**config.mk**
```make
export PLATFORM = sky130hd
export DESIGN_NAME = kch_ctrl
export DESIGN_NICKNAME = d
export VERILOG_FILES = /design/src/rtl/kch_pkg.sv /design/src/rtl/kch_ctrl.sv
export SDC_FILE = /design/constraint.sdc
export NUM_CORES = 1
export LEC_CHECK = 0
export ABC_CLOCK_PERIOD_IN_PS = 1300
export BUFFER_PORTS_ARGS = -buffer_cell sky130_fd_sc_hd__buf_2
export CORE_AREA = 3 3 40 42
export CTS_CLUSTER_DIAMETER = 50
export DETAILED_ROUTE_END_ITERATION = 8
export DIE_AREA = 0 0 43 45
export HOLD_SLACK_MARGIN = 0.08
export PLACE_DENSITY = 0.54
export SETUP_SLACK_MARGIN = 0.15
export SLEW_MARGIN = 25
export SYNTH_ARGS = -nofsm -noshare
export SYNTH_HDL_FRONTEND = slang
export SYNTH_SLANG_ARGS = --single-unit
```
**constraint.sdc**
```tcl
create_clock -name clk -period 1.3 [get_ports clk]
set_input_delay 0 -clock clk [delete_from_list [all_inputs] [get_ports clk]]
set_output_delay 0 -clock clk [all_outputs]
set_load 0.005 [all_outputs]
```
**src/rtl/kch_pkg.sv**
```systemverilog
// Shared types and constants for the k-mer count histogram.
// Item payloads, command codes, table geometry and controller/datapath links.
// No dependencies.
package kch_pkg;

  localparam int MAX_K       = 8;
  localparam int COUNT_BITS  = 16;
  localparam int CODE_W      = 2 * MAX_K;
  localparam int FILL_W      = $clog2(MAX_K + 1);
  localparam int KLEN_W      = 4;
  localparam int TABLE_DEPTH = 1 << CODE_W;
  localparam int APB_AW      = 2;
  localparam int APB_DW      = 32;

  localparam logic [COUNT_BITS-1:0] COUNT_MAX = {COUNT_BITS{1'b1}};
  localparam logic [KLEN_W-1:0]     KLEN_RST  = KLEN_W'(4);
  localparam logic [APB_AW-3+1:0]   REG_KMER_LEN = '0;

  localparam logic [7:0] SYM_A = 8'h41;
  localparam logic [7:0] SYM_C = 8'h43;
  localparam logic [7:0] SYM_G = 8'h47;
  localparam logic [7:0] SYM_T = 8'h54;

  typedef enum logic [1:0] {
    CMD_PUSH    = 2'd0,
    CMD_READ    = 2'd1,
    CMD_CLEAR   = 2'd2,
    CMD_RESTART = 2'd3
  } cmd_t;

  typedef struct packed {
    cmd_t        cmd;
    logic [7:0]  symbol;
    logic [15:0] entry_index;
  } in_item_t;

  typedef struct packed {
    logic [15:0] count;
    logic        kmer_done;
    logic [15:0] kmer_code;
    logic        saturated;
  } out_item_t;

  typedef struct packed {
    logic clr_step;
    logic load_item;
    logic look;
    logic upd;
    logic out_load;
  } dp_cmd_t;

  typedef struct packed {
    logic clr_last;
    logic out_full;
  } dp_stat_t;

endpackage

```
**src/rtl/kch_ctrl.sv**
```systemverilog
// Controller FSM for the k-mer count histogram.
// Sequences the table clear sweep and the lookup/update/output steps of each item.
// Depends on kch_pkg.
module kch_ctrl (
  input  logic              clk,
  input  logic              rst_n,
  input  logic              in_valid,
  output logic              in_ready,
  input  logic              out_ready,
  input  kch_pkg::dp_stat_t stat,
  output kch_pkg::dp_cmd_t  cmd
);
  import kch_pkg::*;

  typedef enum logic [4:0] {
    S_CLEAR = 5'b00001,
    S_IDLE  = 5'b00010,
    S_LOOK  = 5'b00100,
    S_UPD   = 5'b01000,
    S_PUT   = 5'b10000
  } state_t;

  state_t state_r, state_nxt;

  always_ff @(posedge clk) begin
    if (!rst_n) begin
      state_r <= S_CLEAR;
    end else begin
      state_r <= state_nxt;
    end
  end

  always_comb begin
    state_nxt = state_r;
    cmd       = '0;
    in_ready  = 1'b0;
    unique case (state_r)
      S_CLEAR: begin
        cmd.clr_step = 1'b1;
        if (stat.clr_last) begin
          state_nxt = S_IDLE;
        end
      end
      S_IDLE: begin
        in_ready = 1'b1;
        if (in_valid) begin
          cmd.load_item = 1'b1;
          state_nxt     = S_LOOK;
        end
      end
      S_LOOK: begin
        cmd.look  = 1'b1;
        state_nxt = S_UPD;
      end
      S_UPD: begin
        cmd.upd   = 1'b1;
        state_nxt = S_PUT;
      end
      S_PUT: begin
        if (!stat.out_full || out_ready) begin
          cmd.out_load = 1'b1;
          state_nxt    = S_IDLE;
        end
      end
      default: begin
        state_nxt = S_CLEAR;
      end
    endcase
  end

endmodule

```
==> results.yml <==
worst_hold_path:
  hold_path_depth: 4
  min_to: "state_r[2]"
  hold_path_class: "input port to flip-flop"
  worstHoldStart: "in_valid"
sta:
  rsz0062_at_grt: "yes"
  finalWorstSetupSlack_ns: -0.00840
  fin_crit_sh_pct: 101
  slew_violations: 0
  final-setup-viol-count: 1
  finClkSkew_ns: 0.00728
  tns_ns: -0.00840
  worst_pin_slew_ns: 0.214
  slew_headroom_pct: 85.6
  hold_viol: 0
  period_minus_slack_ns: 1.31
  fmax_mhz: 764
worst_setup_path:
  reg2reg_from: "state_r[2]"
  crit_chain: "or4_4 > inv_2 > buf_2"
  cp_slowest_cell: "or4_4"
  critPathBufInv: 2
  cp.required_ns: 1.30
  crit_path_max_incr_delay_ns: 0.57
  crit_family: "simple AND/OR/NAND/NOR gates"
  cp_max_fo: 6
  crit_arrival_ns: 1.31
  end_kind: "output port"
  worstSetupPathType: "flip-flop to output port"
  reg2reg_depth: 3
  reg2reg_slack_ns: 0.02
  worstReg2RegEnd: "state_r[0]"
  worstSetupStartpointType: "flip-flop"
grt:
  grt_overflow: 0
  antenna_found_initial: 0
  grt_util_all_layers_pct: 9.92
  grt_first_pass_wirelength_mm: 1.36
  grt_pass1_vias: 310
  grt_max_degree: 8
final_layout:
  num_antenna_cells: 0
  reg_top3: "state_r x5"
  final_common_cell: "buf_2"
  top_register: "state_r"
  final_layout_size_suffix_gt1_share_pct: 67.8
  layout_common_cells: "buf_2 (11), buf_4 (7), dfxtp_2 (5), nor2_1 (4), clkbuf_4 (3)"
  largest_reg_flops: 5
  final_nets: 66
  area_growth_pct: 67.2
  fin_cells: 74
clock_tree:
  root_buffer: "clkbuf_4"
  path_clk_slew_ns: 0.04
  numClockSinks: 5
  clock_path_buffers: 2
  cts_made_buffers: 3
  clk_latency_ns: 0.24
  cts_max_level: 1
  cts_tree: "built"
flow_run:
  drv_cap: 0
floorplan:
  coreArea_mm2: 0.00128
  fp.dieW_um: 43
  io_pins: 12
  dieHeight_um: 45
  die_area_mm2: 0.00194
  start_util_pct: 24.3
  num_rows: 13
logic_synthesis:
  ys_dominant_reg_cell: "dfxtp_1"
  synth_area_um2: 313
  yosys_warnings: 0
  synth_fp_nets: 42
  yosysSeqAreaShare_pct: 32.0
  async_flop_share_pct: 0
  synthDistinctLibCells: 22
  syn-instance-count: 36
  avgSynthCellArea_um2: 8.69
  synth.ff_latch_count: 5
  synth-edff-count: 0
power:
  p_sw_w: 0.000164
  irDropWorstVdd_uv: 435
  powerDensity_mw_per_mm2: 1070
  share_comb_of_total_power_pct: 35.3
  p_sw_share_pct: 29.4
  seq_power_share_pct: 32.4
  p_clk_share_pct: 32.3
  power.internal_w: 0.000395
  p_leak_nw: 0.235
routing:
  via_per_inst: 4.57
  first_iter_violations: 2
  drtPass1Iterations: 2
  totalWireLength_um: 865
  drcViolationCount: 0
  dr_total_vias: 338
  ant_nets: 0
  wl_per_cell_um: 11.7
placement:
  globalplace.congestion: 0.669
  port_buffers: 11
  hpwl_um: 578
  dp.cells: 64
status:
  outcome: "finished, violations left"
  violations: "setup timing"
==> cells in the mapped netlist, types with 2 or more instances <==
cell	n	area, µm²
nor2_1	6	22.5
nand2_1	2	7.51
dfxtp_1	5	100
nand2b_1	2	12.5
and4bb_2	2	25.0
inv_1	3	11.3
==> stage by stage <==
step	hold WS (ns)	util [%]	setup slack (ns)	total power (W)	instance area (µm²)
6_report	0.104	40.7	-0.00840	0.000559	523
2_1_floorplan	0.0960	-	0.0535	0.000262	313
3_3_place_gp	0.288	31.0	0.0330	0.000318	398
4_1_cts	0.0992	38.8	-0.0169	0.000549	498
5_1_grt	0.114	40.7	-0.0606	0.000597	523
3_5_place_dp	0.281	31.0	0.0268	0.000317	398
==> layout make-up <==
class | instances | area (µm²)
inverters | 3 | 11.3
multi-input cells | 26 | 221
clock buffers | 4 | 26.3
well taps | 15 | 18.8
flip-flops and latches | 5 | 106
repair buffers | 21 | 139
fillers | 132 | 762
==> what timing repair did <==
action                                  in CTS  in global routing
pin swaps                                    5                  2
endpoints found under the setup margin      11                 11
resized for setup                           11                  5
hold endpoints to repair                     4                  0
hold buffers                                 2                  0
buffers inserted                             3                  1
==> per-layer routing <==
metal,GRT usage [%],vias to the layer above,routed length [µm]
li1,-,172,-
met1,9.66,160,357
met2,17.4,6,466
met3,5.98,0,40
met4,3.61,0,0
met5,0,-,0
==> worst register-to-register path: stages (launching register included) <==
cell	delay (ns)
dfxtp_2	0.34
or4_4	0.57
o21ai_4	0.18
a31o_1	0.13
==> power groups by stage <==
| stage | registers (W) | clock network [W] | logic, W |
|---|---|---|---|
| floorplan | 0.000181 | 0 | 0.0000805 |
| global placement | 0.000176 | 0 | 0.000142 |
| detailed placement | 0.000177 | 0 | 0.000140 |
| CTS | 0.000180 | 0.000190 | 0.000179 |
| global route | 0.000183 | 0.000202 | 0.000212 |
| finish | 0.000181 | 0.000181 | 0.000197 |
==> worst max-delay path by stage <==
stage,from,endpoint,cells past startpoint
2_1_floorplan,state_r[4],state_r[1],4
3_3_place_gp,state_r[2],state_r[0],4
3_5_place_dp,state_r[2],state_r[1],3
4_1_cts,state_r[1],cmd[4],4
5_1_grt,state_r[2],cmd[2],3
6_report,state_r[2],cmd[4],3
==> kinds of logic after synthesis <==
group	after synthesis	share of synthesized area, %
buffers and inverters	5	9.60
AOI/OAI and AO/OA	6	18.4
and+or+nand+nor	19	37.2
DFF	5	32.0
xor gates and xnor gates	1	2.80
(Power assumes the default switching activity.)
